[src/kdlp_pkg.sv]
`default_nettype none

package kdlp_pkg;

    localparam int KEY_COUNT  = 4;
    localparam int TIME_WIDTH = 32;
    localparam int CFG_WIDTH  = 16;

    localparam logic [1:0] REQ_SAMPLE  = 2'd0;
    localparam logic [1:0] REQ_CONSUME = 2'd1;
    localparam logic [1:0] REQ_INIT    = 2'd2;

    localparam logic CFG_DEBOUNCE   = 1'b0;
    localparam logic CFG_LONG_PRESS = 1'b1;

    localparam logic [CFG_WIDTH-1:0] DEBOUNCE_RESET   = CFG_WIDTH'(20);
    localparam logic [CFG_WIDTH-1:0] LONG_PRESS_RESET = CFG_WIDTH'(1000);

    typedef logic [KEY_COUNT-1:0]  t_keys;
    typedef logic [TIME_WIDTH-1:0] t_time;
    typedef logic [CFG_WIDTH-1:0]  t_cfg;

    typedef struct packed {
        logic [1:0] req_type;
        t_time      now_time;
        t_keys      raw_keys;
    } t_item;

    typedef struct packed {
        t_keys stable_keys;
        t_keys down_events;
        t_keys up_events;
        t_keys long_events;
    } t_result;

    typedef struct packed {
        logic valid;
        logic index;
        t_cfg data;
    } t_cfg_write;

endpackage

`default_nettype wire

[src/key_debounce_long_press.sv]
// Debounce and long-press detection for a small bank of keys.
// The request channel (i_valid, o_stall) carries one word per call: a request
// type (sample, consume or init), the current tick and the raw key mask. A word
// is taken at a clock edge with i_valid high and o_stall low.
// Every request word gives exactly one result word on the result channel
// (o_valid, i_stall): the stable mask and the press, release and long-press
// event masks. Sample and init show the state after the update, consume shows
// the events before they clear.
// An accepted word goes from the input register through the state update to the
// result register, which drives o_valid; one word a cycle is sustained while
// the receiver does not stall, set by the single pass through the state update.
// When the receiver stalls, the result word holds; the input register still
// takes one more word, and o_stall rises only once both registers are full.
// The configuration channel (i_cfg_valid, o_cfg_ready) writes the debounce
// time (index 0) or the long-press time (index 1) when i_cfg_valid is high;
// it is always ready and is meant to be used only while the block is idle.
// Reset clears all key state and events, sets the times to 20 and 1000 ticks
// and empties both registers.
`default_nettype none

module key_debounce_long_press (
    input  wire logic                 i_clk,
    input  wire logic                 i_rst_n,
    input  wire logic                 i_valid,
    output logic                      o_stall,
    input  wire logic [1:0]           i_req_type,
    input  wire kdlp_pkg::t_time      i_now_time,
    input  wire kdlp_pkg::t_keys      i_raw_keys,
    output logic                      o_valid,
    input  wire logic                 i_stall,
    output kdlp_pkg::t_keys           o_stable_keys,
    output kdlp_pkg::t_keys           o_down_events,
    output kdlp_pkg::t_keys           o_up_events,
    output kdlp_pkg::t_keys           o_long_events,
    input  wire logic                 i_cfg_valid,
    output logic                      o_cfg_ready,
    input  wire logic                 i_cfg_index,
    input  wire kdlp_pkg::t_cfg       i_cfg_data
);
    import kdlp_pkg::*;

    logic       out_free;
    logic       advance;
    t_item      item;
    t_result    next_result;
    t_result    result;
    t_cfg_write cfg;

    assign o_cfg_ready = 1'b1;
    assign cfg         = '{i_cfg_valid, i_cfg_index, i_cfg_data};

    kdlp_in_stage u_in_stage (
        .i_clk      (i_clk),
        .i_rst_n    (i_rst_n),
        .i_valid    (i_valid),
        .o_stall    (o_stall),
        .i_req_type (i_req_type),
        .i_now_time (i_now_time),
        .i_raw_keys (i_raw_keys),
        .i_out_free (out_free),
        .o_advance  (advance),
        .o_item     (item)
    );

    kdlp_state u_state (
        .i_clk     (i_clk),
        .i_rst_n   (i_rst_n),
        .i_cfg     (cfg),
        .i_advance (advance),
        .i_item    (item),
        .o_result  (next_result)
    );

    kdlp_out_stage u_out_stage (
        .i_clk     (i_clk),
        .i_rst_n   (i_rst_n),
        .i_advance (advance),
        .i_result  (next_result),
        .o_free    (out_free),
        .o_valid   (o_valid),
        .i_stall   (i_stall),
        .o_result  (result)
    );

    assign o_stable_keys = result.stable_keys;
    assign o_down_events = result.down_events;
    assign o_up_events   = result.up_events;
    assign o_long_events = result.long_events;

endmodule

`default_nettype wire

[src/kdlp_in_stage.sv]
`default_nettype none

module kdlp_in_stage (
    input  wire logic           i_clk,
    input  wire logic           i_rst_n,
    input  wire logic           i_valid,
    output logic                o_stall,
    input  wire logic [1:0]     i_req_type,
    input  wire kdlp_pkg::t_time i_now_time,
    input  wire kdlp_pkg::t_keys i_raw_keys,
    input  wire logic           i_out_free,
    output logic                o_advance,
    output kdlp_pkg::t_item     o_item
);
    import kdlp_pkg::*;

    logic  r_valid;
    t_item r_item;

    assign o_stall   = r_valid && !i_out_free;
    assign o_advance = r_valid && i_out_free;
    assign o_item    = r_item;

    always_ff @(posedge i_clk) begin
        if (!i_rst_n) begin
            r_valid <= 1'b0;
        end else if (!o_stall) begin
            r_valid <= i_valid;
        end
    end

    always_ff @(posedge i_clk) begin
        if (i_valid && !o_stall) begin
            r_item.req_type <= i_req_type;
            r_item.now_time <= i_now_time;
            r_item.raw_keys <= i_raw_keys;
        end
    end

endmodule

`default_nettype wire

[src/kdlp_state.sv]
`default_nettype none

module kdlp_state (
    input  wire logic                i_clk,
    input  wire logic                i_rst_n,
    input  wire kdlp_pkg::t_cfg_write i_cfg,
    input  wire logic                i_advance,
    input  wire kdlp_pkg::t_item     i_item,
    output kdlp_pkg::t_result        o_result
);
    import kdlp_pkg::*;

    t_cfg  r_debounce_time;
    t_cfg  r_long_press_time;
    t_keys r_stable;
    t_keys r_last_raw;
    t_time r_change_time;
    t_time r_press_start [KEY_COUNT];
    t_keys r_reported;
    t_keys r_down;
    t_keys r_up;
    t_keys r_long;

    t_keys n_stable;
    t_keys n_last_raw;
    t_time n_change_time;
    t_time n_press_start [KEY_COUNT];
    t_keys n_reported;
    t_keys n_down;
    t_keys n_up;
    t_keys n_long;

    t_keys changed;
    t_time hold_time;
    t_time press_time;

    always_comb begin
        n_stable      = r_stable;
        n_last_raw    = r_last_raw;
        n_change_time = r_change_time;
        n_press_start = r_press_start;
        n_reported    = r_reported;
        n_down        = r_down;
        n_up          = r_up;
        n_long        = r_long;
        changed       = r_stable ^ i_item.raw_keys;
        hold_time     = '0;
        press_time    = '0;
        o_result      = '{r_stable, r_down, r_up, r_long};
        unique case (i_item.req_type)
            REQ_SAMPLE: begin
                if (i_item.raw_keys != r_last_raw) begin
                    n_last_raw    = i_item.raw_keys;
                    n_change_time = i_item.now_time;
                end
                hold_time = i_item.now_time - n_change_time;
                if ({{CFG_WIDTH{1'b0}}, hold_time} >=
                    {{TIME_WIDTH{1'b0}}, r_debounce_time}) begin
                    n_down     = r_down | (changed & i_item.raw_keys);
                    n_up       = r_up | (changed & ~i_item.raw_keys);
                    n_stable   = i_item.raw_keys;
                    n_reported = r_reported & ~changed;
                    for (int k = 0; k < KEY_COUNT; k++) begin
                        if (changed[k] && i_item.raw_keys[k]) begin
                            n_press_start[k] = i_item.now_time;
                        end
                    end
                end
                for (int k = 0; k < KEY_COUNT; k++) begin
                    press_time = i_item.now_time - n_press_start[k];
                    if (n_stable[k] && !n_reported[k] &&
                        {{CFG_WIDTH{1'b0}}, press_time} >=
                        {{TIME_WIDTH{1'b0}}, r_long_press_time}) begin
                        n_long[k]     = 1'b1;
                        n_reported[k] = 1'b1;
                    end
                end
                o_result = '{n_stable, n_down, n_up, n_long};
            end
            REQ_CONSUME: begin
                n_down = '0;
                n_up   = '0;
                n_long = '0;
            end
            REQ_INIT: begin
                for (int k = 0; k < KEY_COUNT; k++) begin
                    n_press_start[k] = '0;
                end
                n_last_raw    = i_item.raw_keys;
                n_stable      = i_item.raw_keys;
                n_change_time = i_item.now_time;
                n_down        = '0;
                n_up          = '0;
                n_long        = '0;
                n_reported    = '0;
                o_result      = '{n_stable, n_down, n_up, n_long};
            end
            default: begin
            end
        endcase
    end

    always_ff @(posedge i_clk) begin
        if (!i_rst_n) begin
            r_debounce_time   <= DEBOUNCE_RESET;
            r_long_press_time <= LONG_PRESS_RESET;
        end else if (i_cfg.valid) begin
            unique case (i_cfg.index)
                CFG_DEBOUNCE:   r_debounce_time   <= i_cfg.data;
                CFG_LONG_PRESS: r_long_press_time <= i_cfg.data;
            endcase
        end
    end

    always_ff @(posedge i_clk) begin
        if (!i_rst_n) begin
            r_stable      <= '0;
            r_last_raw    <= '0;
            r_change_time <= '0;
            for (int k = 0; k < KEY_COUNT; k++) begin
                r_press_start[k] <= '0;
            end
            r_reported    <= '0;
            r_down        <= '0;
            r_up          <= '0;
            r_long        <= '0;
        end else if (i_advance) begin
            r_stable      <= n_stable;
            r_last_raw    <= n_last_raw;
            r_change_time <= n_change_time;
            r_press_start <= n_press_start;
            r_reported    <= n_reported;
            r_down        <= n_down;
            r_up          <= n_up;
            r_long        <= n_long;
        end
    end

endmodule

`default_nettype wire

[src/kdlp_out_stage.sv]
`default_nettype none

module kdlp_out_stage (
    input  wire logic             i_clk,
    input  wire logic             i_rst_n,
    input  wire logic             i_advance,
    input  wire kdlp_pkg::t_result i_result,
    output logic                  o_free,
    output logic                  o_valid,
    input  wire logic             i_stall,
    output kdlp_pkg::t_result     o_result
);
    import kdlp_pkg::*;

    logic    r_valid;
    t_result r_result;

    assign o_free   = !r_valid || !i_stall;
    assign o_valid  = r_valid;
    assign o_result = r_result;

    always_ff @(posedge i_clk) begin
        if (!i_rst_n) begin
            r_valid <= 1'b0;
        end else if (o_free) begin
            r_valid <= i_advance;
        end
    end

    always_ff @(posedge i_clk) begin
        if (o_free && i_advance) begin
            r_result <= i_result;
        end
    end

endmodule

`default_nettype wire

[config.mk]
export PLATFORM = sky130hd
export DESIGN_NAME = key_debounce_long_press
export DESIGN_NICKNAME = d
export VERILOG_FILES = /design/src/kdlp_pkg.sv /design/src/key_debounce_long_press.sv /design/src/kdlp_in_stage.sv /design/src/kdlp_state.sv /design/src/kdlp_out_stage.sv
export SDC_FILE = /design/constraint.sdc
export NUM_CORES = 1
export LEC_CHECK = 0
export ABC_CLOCK_PERIOD_IN_PS = 30500
export BUFFER_PORTS_ARGS = -buffer_cell sky130_fd_sc_hd__buf_2
export CORE_UTILIZATION = 30
export CTS_BUF_LIST = sky130_fd_sc_hd__clkbuf_2 sky130_fd_sc_hd__clkbuf_4 sky130_fd_sc_hd__clkbuf_8
export DETAILED_ROUTE_END_ITERATION = 7
export PLACE_DENSITY = 0.49
export SLEW_MARGIN = 20
export SYNTH_ARGS = -nofsm -noshare
export SYNTH_HDL_FRONTEND = slang
export SYNTH_SLANG_ARGS = --single-unit
[constraint.sdc]
create_clock -name i_clk -period 30.5 [get_ports i_clk]
set_clock_uncertainty 0.05 [all_clocks]
set_input_delay 4.575 -clock i_clk [delete_from_list [all_inputs] [get_ports i_clk]]
set_output_delay 4.575 -clock i_clk [all_outputs]
set_load 0.05 [all_outputs]
==> flow_summary.toml, run 1 <==
[floorplan]
dieArea_mm2 = 0.0730
die_h_um = 270
rows = 97
core-area_mm2 = 0.0706
ios = 79
die_x_um = 270
initial_core_util_pct = 30.5

[detailed_routing]
avgViaCountPerCell = 5.39
drc_errors = 0
ant_nets = 0
vias = 19894
drt_wl_total_um = 68300
wl_per_cell_um = 18.5
first_pass_iters = 7
drtIter0Drc = 1236

[hold_path]
hold_path.class = "reg -> reg"

[final_layout]
regArea_mm2 = 0.00599
areaGrowthSynthToFinish_pct = 12.7
drive_gt1_share_pct = 9.41
fin_nets = 3005
final_common_cell = "nand2_1"
multi_input_area_mm2 = 0.0148
final_cell_mix = "nand2_1, o21ai_0, ha_1"
nFillCells = 7446
fin_cells = 3692

[sta]
worstMarginPinSlew_ps = 1140
rsz0062_at_grt = "no"
hold_ws_ps = 399
max_slew_margin_pct = 23.3
min_period_over_period_pct = 39.9
finalHoldViolations = 0
fin_crit_ps = 12160
setup_viol_count_final = 0
drv_slew = 0
tns_ps = 0
clock.fmax_mhz = 82.2

[synthesis]
synth_fp_nets = 2944
seq_area_frac_synth_pct = 27.7
synth_cells = 2644
syn_area_per_cell_um2 = 8.16
synth_ff_type = "dfxtp_1"
synth_area_mm2 = 0.0216
yosysUniqueCellTypes = 90
synth_edf_count = 54
async_flop_share_pct = 0
yosysWarnings = 0
ys_ff_latch = 272

[power_and_ir_drop]
clkPwrFrac_pct = 35.8
pwr-share-comb_pct = 31.5
ir_drop_mv = 0.0330
power.internal_mw = 0.776
p_sw_share_pct = 34.9
pwr_density_cell_mw_per_mm2 = 49.0
leakagePower_nw = 9.64
pwr-share-seq_pct = 32.6
p_sw_mw = 0.415

[clock_tree]
clock_latency_ps = 660
clk_pin_slew_ps = 60
clock_path_buffers = 3
cts_max_level = 2
numCtsBuffers = 54
hold_buffers = 0
cts_sinks = 272
post_cts_buffers = 0
ctsRootBufferMaster = "clkbuf_8"
cts_tree = "yes"
cts_resized = 0

[critical_path]
max_stage_delay_ps = 870
endpoint_kind = "flip-flop"
cp_slowest_cell = "nor4_2"
worstSetupPathType = "reg -> reg"
cp-start-kind = "flip-flop"
cp_data_required_time_ps = 30860
cp_max_fo = 36
crit_top_cell = "ha_1"
arrival_ps = 12530

[grt]
grt_use_total_pct = 18.4
grt_overflow_total = 0
antenna_found_initial = 1
grt_pass1_vias = 19583
grt_start_max_net_pins = 85
grt_pass1_wl_um = 109000

[placed_design]
dpl.cell_count = 3589
port-buffer-count = 77
dpl.hpwl_um = 51300
gp_congestion = 0.943

[run_status]
status = "finished, final reports clean"

[job]
cap_violations = 0
area by class of cell:
type	count	area share, %
Inverter	105	1.62
Multi-Input combinational cell	2155	61.0
Sequential cell	272	24.6
Timing Repair Buffer	117	2.82
Tap cell	940	4.84
Antenna cell	1	0.0103
Clock buffer	81	4.25
Clock inverter	21	0.880
flip-flops by register name, summed over array words and instances, names as in the netlist, 16 cells and up:
signal	flops
u_out_stage.o_result	16
u_state.r_change_time	32
u_in_stage.o_item	38
u_state.r_debounce_time	16
u_state.r_long_press_time	16
u_state.r_press_start	128
Yosys cell counts (7+ instances only):
cell type / instances / share of area, %
a31oi_1: 24 / 0.70
a21o_1: 46 / 1.6
ha_1: 236 / 14
o21bai_1: 11 / 0.38
nand2b_1: 36 / 1.0
a21boi_0: 77 / 2.7
nand2_1: 373 / 6.5
a211oi_1: 33 / 1.1
o31ai_1: 12 / 0.42
or3_1: 13 / 0.38
o21ai_0: 253 / 5.9
and3_1: 15 / 0.43
xor2_1: 40 / 1.6
o22ai_1: 10 / 0.29
clkbuf_1: 79 / 1.4
o2111ai_1: 8 / 0.32
buf_2: 24 / 0.56
and2_1: 13 / 0.38
or2_2: 7 / 0.20
nor3_1: 32 / 0.74
a21oi_1: 192 / 4.5
inv_1: 104 / 1.8
o21a_1: 34 / 1.2
a41oi_1: 10 / 0.41
dfxtp_1: 218 / 20
mux2i_1: 145 / 6.7
a22oi_1: 10 / 0.35
nand4_1: 35 / 1.0
nor2b_1: 40 / 1.2
o221ai_1: 10 / 0.41
nor2_1: 146 / 2.5
nor3b_1: 8 / 0.28
a22o_1: 13 / 0.53
a2111oi_0: 15 / 0.61
o211ai_1: 29 / 1.0
nor4_1: 15 / 0.43
edfxtp_1: 54 / 7.5
xnor2_1: 56 / 2.3
nand3_1: 46 / 1.1
per-layer routing:
metal  vias to the layer above  track usage (%)  share of wire, %  wire [um]
met5                         -                0                 0          0
li1                       9847                -                 -          -
met2                       403             31.0                47      31900
met3                       113             1.76               3.2       2150
met4                         0             6.90               3.2       2190
met1                      9531             24.3                47      32100
cell families (layout without fill, tap and decap cells):
kind of cell | after synthesis | after routing | synth area share, %
AOI/OAI and AO/OA | 861 | 861 | 25.8
xor gates and xnor gates | 97 | 97 | 4.02
adders and majority gates | 243 | 243 | 14.2
buffers and inverters | 217 | 324 | 4.04
DFF | 272 | 272 | 27.7
muxes | 151 | 151 | 7.04
other | 1 | 2 | 0.0174
and+or+nand+nor | 802 | 802 | 17.1
worst paths after layout:
kind                                         startpoint                                    end  slack, ps  cells after the start
setup / recovery         u_in_stage.o_item[1]$_DFFE_PP_      u_out_stage.o_result[2]$_DFFE_PP_      18340                     46
hold / removal    u_state.r_press_start[7]$_SDFFE_PN0P_  u_state.r_press_start[7]$_SDFFE_PN0P_        400                      2
setup reg to reg         u_in_stage.o_item[1]$_DFFE_PP_      u_out_stage.o_result[2]$_DFFE_PP_      18340                     46
hold reg to reg   u_state.r_press_start[7]$_SDFFE_PN0P_  u_state.r_press_start[7]$_SDFFE_PN0P_        400                      2
stage by stage:
step	power [mW]	area [um^2]	utilization, %	setup WS (ps)
floorplan	0.667	21600	-	20750
global placement	0.764	23100	32.6	18660
detailed placement	0.768	23100	32.6	18430
CTS	1.21	24300	34.4	18380
global route	1.27	24300	34.4	17480
finish	1.19	24300	34.4	18340
worst max-delay path, delay by kind of cell (launching register included):
| kind | cells | cell delay, ps |
|---|---|---|
| flip-flops | 1 | 510 |
| multiplexers | 1 | 330 |
| XOR/XNOR | 3 | 650 |
| buffers and inverters | 4 | 820 |
| AO/OA/AOI/OAI | 19 | 4390 |
| adder cells (fa/ha/maj) | 6 | 1910 |
| AND/OR/NAND/NOR | 13 | 3160 |
power by group through the flow:
stage | clock [mW] | combinational [mW] | sequential [mW]
after global placement | 0 | 0.368 | 0.396
after CTS | 0.443 | 0.374 | 0.388
final | 0.427 | 0.376 | 0.388
after floorplan | 0 | 0.267 | 0.400
after global routing | 0.457 | 0.419 | 0.390
after detailed placement | 0 | 0.372 | 0.396
Note: power is estimated with default switching activity, not from simulation.
==> run 2: changes to the inputs <==
Settings changed: ABC_AREA set to 1, ABC_CLOCK_PERIOD_IN_PS 30500 to 12500, PLACE_DENSITY 0.49 to 0.48.
Clock period 30.5 ns to 12.5 ns, I/O delays scaled along.
==> run 2 against run 1 <==
First-iteration DRC count up 21%. Die area up 5.2%. Setup slack worse by 16000 ps. Total power rose to 2.6 times the previous value. Clock-buffer cell count up 2. Clock power rose to 2.7 times the previous value. Core utilization down 0.53 points.
==> flow_summary.toml, run 2 <==
[grt]
grt_pass1_wl_um = 118000
grt_overflow_total = 0
antenna_found_initial = 3
grt_pass1_vias = 21041
grt_start_max_net_pins = 101
grt_use_total_pct = 19.5

[floorplan]
initial_core_util_pct = 30.4
rows = 100
dieArea_mm2 = 0.0768
die_x_um = 277
die_h_um = 277
core-area_mm2 = 0.0747
ios = 79

[critical_path]
cp-start-kind = "flip-flop"
reg2reg_slack_ps = 2570
endpoint_kind = "flip-flop"
cp_slowest_cell = "nor2_4"
worstReg2RegStart = "u_in_stage.o_item[3]$_DFFE_PP_"
r2r-end = "u_out_stage.o_result[1]$_DFFE_PP_"
worstSetupPathType = "reg -> reg"
worst-path-buf-inv = 5
crit_top_cell = "nand2_1"
critPathTopFamily = "simple AND/OR/NAND/NOR gates"
arrival_ps = 10270
cp_max_fo = 46
cp_data_required_time_ps = 12840
rr_worst_depth = 56
max_stage_delay_ps = 530

[detailed_routing]
drtIter0Drc = 1500
wl_per_cell_um = 17.4
vias = 21965
drc_errors = 0
avgViaCountPerCell = 5.02
first_pass_iters = 5
ant_nets = 0
drt_wl_total_um = 76300

[sta]
tns_ps = 0
clock.fmax_mhz = 101
drv_slew = 0
rsz0062_at_grt = "no"
worstMarginPinSlew_ps = 937
min_period_over_period_pct = 79.4
max_slew_margin_pct = 37.5
fin_crit_ps = 9930
setup_viol_count_final = 0
finalHoldViolations = 0

[clock_tree]
hold_buffers = 0
post_cts_buffers = 0
clk_pin_slew_ps = 60
cts_tree = "yes"
cts_max_level = 2
cts_resized = 0
ctsRootBufferMaster = "clkbuf_8"
numCtsBuffers = 56
clock_latency_ps = 680
cts_sinks = 272
clock_path_buffers = 3

[placed_design]
port-buffer-count = 77
dpl.hpwl_um = 59000
gp_congestion = 0.902

[synthesis]
syn_area_per_cell_um2 = 6.86
synth.most_common_cell = "nand2_1"
synth_cells = 3311
synth.largest_area_cell = "dfxtp_1"
synth_top_area_share_pct = 19.2
ys_ff_latch = 272
yosysWarnings = 0
synth_fp_nets = 3611
synthTopCellsByArea = "dfxtp_1, ha_1, nand2_1, a21oi_1, edfxtp_1"
synth_area_mm2 = 0.0227
synth_ff_type = "dfxtp_1"
seq_area_frac_synth_pct = 26.4
yosysUniqueCellTypes = 51
synth_edf_count = 54
synth_commonest_cells = "nand2_1, a21oi_1, nor2_1"
async_flop_share_pct = 0

[final_layout]
top_register = "u_state.r_press_start"
largest_register_ff_count = 128
final_cell_mix = "nand2_1, a21oi_1, nor2_1"
multi_input_area_mm2 = 0.0149
regArea_mm2 = 0.00599
areaGrowthSynthToFinish_pct = 11.5
nFillCells = 8036
fin_nets = 3656
final_common_cell = "nand2_1"
drive_gt1_share_pct = 9.69

[hold_path]
hold_path.class = "reg -> reg"
hp-start = "u_state.r_press_start[27]$_SDFFE_PN0P_"
hold_depth = 2
hold_end = "u_state.r_press_start[27]$_SDFFE_PN0P_"

[power_and_ir_drop]
pwr_density_cell_mw_per_mm2 = 122
ir_drop_mv = 0.0617
leakagePower_nw = 10.9
total_power_mw = 3.09

[job]
cap_violations = 0

[run_status]
status = "finished, final reports clean"
run 2: changes by cell type in the layout (fill, tap and decap cells not counted), moves of 81 or more:
cell	previous run	this run
a21oi_1	192	492
nor2_1	145	337
nand2_1	373	689
inv_1	104	304
o21ai_0	253	172
or2_1	0	120
mux2i_1	145	0
run 2: metrics by stage:
stage	setup slack [ps]	util, %	std cells	hold WS, ps	area (um^2)
after global routing	1420	33.9	4374	425	25300
after global placement	2570	32.1	4267	406	24000
after CTS	2440	33.9	4373	417	25300
after detailed placement	2430	32.1	4267	407	24000
after floorplan	5020	-	3311	383	22700
final	2570	33.9	4374	415	25300
run 2: tightest hold or removal path, delay by kind of cell, from the launching register on:
family | cells | cell delay (ps)
flops | 1 | 310
simple gates | 1 | 60
compound gates | 1 | 50
run 2: layer usage:
layer / vias to the layer above / share of wire [%] / GRT usage [%] / routed length [um]
met4: 0 / 2.4 / 5.47 / 1830
met2: 450 / 45 / 32.0 / 34300
met5: - / 0 / 0 / 0
met1: 10084 / 48 / 27.0 / 36700
met3: 108 / 4.5 / 1.95 / 3410
li1: 11323 / - / - / -
run 2: layout make-up:
type                    count  area share [%]
multi-input cells        2593            58.9
repair buffers            105            2.35
inverters                 328            4.90
clock buffers              83            4.07
diodes                      1         0.00988
flip-flops and latches    272            23.6
clock inverters            23            1.31
well taps                 969            4.79
run 2: where the power goes:
group	switching (mW)	total (mW)	internal, mW	leakage, nW
Combinational	0.642	0.988	0.346	7.90
Sequential	0.0278	0.958	0.930	2.29
Clock	0.450	1.15	0.696	0.707
Total	1.12	3.09	1.97	10.9
run 2: logic make-up after synthesis:
| kind of cell | synth area share (%) |
|---|---|
| adders and majority gates | 13.4 |
| and+or+nand+nor | 26.2 |
| buffers and inverters | 8.03 |
| AOI/OAI and AO/OA | 22.0 |
| other | 0.0165 |
| DFF | 26.4 |
| xor gates and xnor gates | 4.05 |
run 2: worst max-delay path by stage:
stage	to	cells after the start	slack (ps)	startpoint
6_report	u_out_stage.o_result[1]$_DFFE_PP_	56	2570	u_in_stage.o_item[3]$_DFFE_PP_
5_1_grt	u_out_stage.o_result[3]$_DFFE_PP_	52	1420	u_in_stage.o_item[2]$_DFFE_PP_
4_1_cts	u_out_stage.o_result[3]$_DFFE_PP_	52	2440	u_in_stage.o_item[3]$_DFFE_PP_
3_5_place_dp	u_out_stage.o_result[3]$_DFFE_PP_	52	2430	u_in_stage.o_item[3]$_DFFE_PP_
3_3_place_gp	u_out_stage.o_result[0]$_DFFE_PP_	53	2570	u_in_stage.o_item[3]$_DFFE_PP_
2_1_floorplan	u_out_stage.o_result[0]$_DFFE_PP_	56	5020	u_in_stage.o_item[0]$_DFFE_PP_
==> run 3: changes to the inputs <==
Settings changed: ABC_CLOCK_PERIOD_IN_PS 12500 to 9100, PLACE_DENSITY 0.48 to 0.5.
Clock period 12.5 ns to 9.1 ns, I/O delays scaled along.
==> run 3 against run 2 <==
Die area unchanged. Routed wire length up 3.3%. Global-route usage rose by 0.50 points. Non-clock buffer count rose by 55. Critical path depth is 9 lower. Critical endpoint is now u_out_stage.o_result[0]$_DFFE_PP_. Largest power group unchanged.
==> flow_summary.toml, run 3 (synthesized netlist as in run 2, its figures left out) <==
[run_status]
status = "finished, final reports clean"

[power_and_ir_drop]
power.internal_mw = 2.59
pwr-share-comb_pct = 34.0
clkPwrFrac_pct = 34.4
p_sw_share_pct = 37.5
pwr_density_cell_mw_per_mm2 = 161
leakagePower_nw = 11.2
ir_drop_mv = 0.0883
total_power_mw = 4.14
pwr-share-seq_pct = 31.6
p_sw_mw = 1.55

[critical_path]
cp_slowest_cell = "nor4_1"
arrival_ps = 8610
crit_top_cell = "nand2_1"
cp_max_fo = 42
endpoint_kind = "flip-flop"
cp-start-kind = "flip-flop"
worstSetupPathType = "reg -> reg"
max_stage_delay_ps = 590
cp_data_required_time_ps = 9450

[final_layout]
final_cell_mix = "nand2_1, a21oi_1, nor2_1"
final_common_cell = "nand2_1"
multi_input_area_mm2 = 0.0150
top_register = "u_state.r_press_start"
fin_nets = 3712
largest_register_ff_count = 128
drive_gt1_share_pct = 11.3
regArea_mm2 = 0.00599
fin_cells = 4428
nFillCells = 8005
fin_area_mm2 = 0.0257
final_core_util_pct = 34.4
areaGrowthSynthToFinish_pct = 13.2

[sta]
tns_ps = 0
fin_crit_ps = 8260
drv_slew = 0
worstMarginPinSlew_ps = 1000
max_slew_margin_pct = 33.2
min_period_over_period_pct = 90.8
setup_viol_count_final = 0
clock.fmax_mhz = 121
finalHoldViolations = 0

[grt]
grt_use_total_pct = 20.0
grt_start_max_net_pins = 115
grt_overflow_total = 0
grt_pass1_wl_um = 120000
grt_pass1_vias = 21359
antenna_found_initial = 1

[detailed_routing]
vias = 22353
avgViaCountPerCell = 5.05
ant_nets = 0
drtIter0Drc = 1484
first_pass_iters = 5
drt_wl_total_um = 78800
wl_per_cell_um = 17.8
drc_errors = 0

[clock_tree]
clk_pin_slew_ps = 60
cts_tree = "yes"
hold_buffers = 0
clock_latency_ps = 700
ctsRootBufferMaster = "clkbuf_8"
cts_sinks = 272
cts_max_level = 2
post_cts_buffers = 0
cts_resized = 0
numCtsBuffers = 56
clock_path_buffers = 3

[floorplan]
die_x_um = 277
dieArea_mm2 = 0.0768
ios = 79
die_h_um = 277
rows = 100
initial_core_util_pct = 30.4
core-area_mm2 = 0.0747

[placed_design]
dpl.cell_count = 4321
gp_congestion = 0.874
port-buffer-count = 77
dpl.hpwl_um = 60500
placed_area_mm2 = 0.0244

[hold_path]
hold_path.class = "reg -> reg"

[job]
cap_violations = 0
[run 3: area by class of cell]
type                            count  share of cell area, %
Clock buffer                       84                   4.01
Clock inverter                     20                  0.731
Sequential cell                   272                   23.3
Multi-Input combinational cell   2594                   58.4
Timing Repair Buffer              160                   4.02
Tap cell                          969                   4.72
Inverter                          328                   4.83
Antenna cell                        1                0.00974
[run 3: path summary, 6_finish.rpt]
| kind | depth (start not counted) | endpoint | slack [ps] | startpoint |
|---|---|---|---|---|
| max | 47 | u_out_stage.o_result[0]$_DFFE_PP_ | 840 | u_in_stage.o_item[1]$_DFFE_PP_ |
| min reg2reg | 2 | u_state.r_press_start[90]$_SDFFE_PN0P_ | 420 | u_state.r_press_start[90]$_SDFFE_PN0P_ |
| max reg2reg | 47 | u_out_stage.o_result[0]$_DFFE_PP_ | 840 | u_in_stage.o_item[1]$_DFFE_PP_ |
| min | 2 | u_state.r_press_start[90]$_SDFFE_PN0P_ | 420 | u_state.r_press_start[90]$_SDFFE_PN0P_ |
[run 3: layer usage]
metal  global-route usage (%)  vias to the layer above  routed length [um]
li1                         -                    11416                   -
met5                        0                        -                   0
met2                     31.7                      507               34500
met3                     2.93                      127                4300
met4                     6.54                        0                2490
met1                     27.6                    10303               37500
[run 3: critical path, delay by kind of cell, from the launching register on]
family | cells | cell delay [ps]
AOI/OAI and AO/OA | 6 | 920
xor gates and xnor gates | 2 | 380
adders and majority gates | 4 | 1070
buffers and inverters | 5 | 810
DFF | 1 | 460
and+or+nand+nor | 30 | 4250
[run 3: stage by stage]
step / hold WS (ps) / setup slack [ps]
2_1_floorplan: 383 / 1620
3_3_place_gp: 404 / 693
3_5_place_dp: 408 / 507
4_1_cts: 417 / 481
5_1_grt: 432 / -1.25
6_report: 415 / 837
[run 3: power groups by stage]
stage                     Sequential (mW)  Combinational [mW]  Clock, mW
after global placement               1.33                1.39          0
after global routing                 1.31                1.59       1.52
final                                1.31                1.41       1.42
after CTS                            1.31                1.40       1.47
after floorplan                      1.34                1.00          0
after detailed placement             1.33                1.39          0
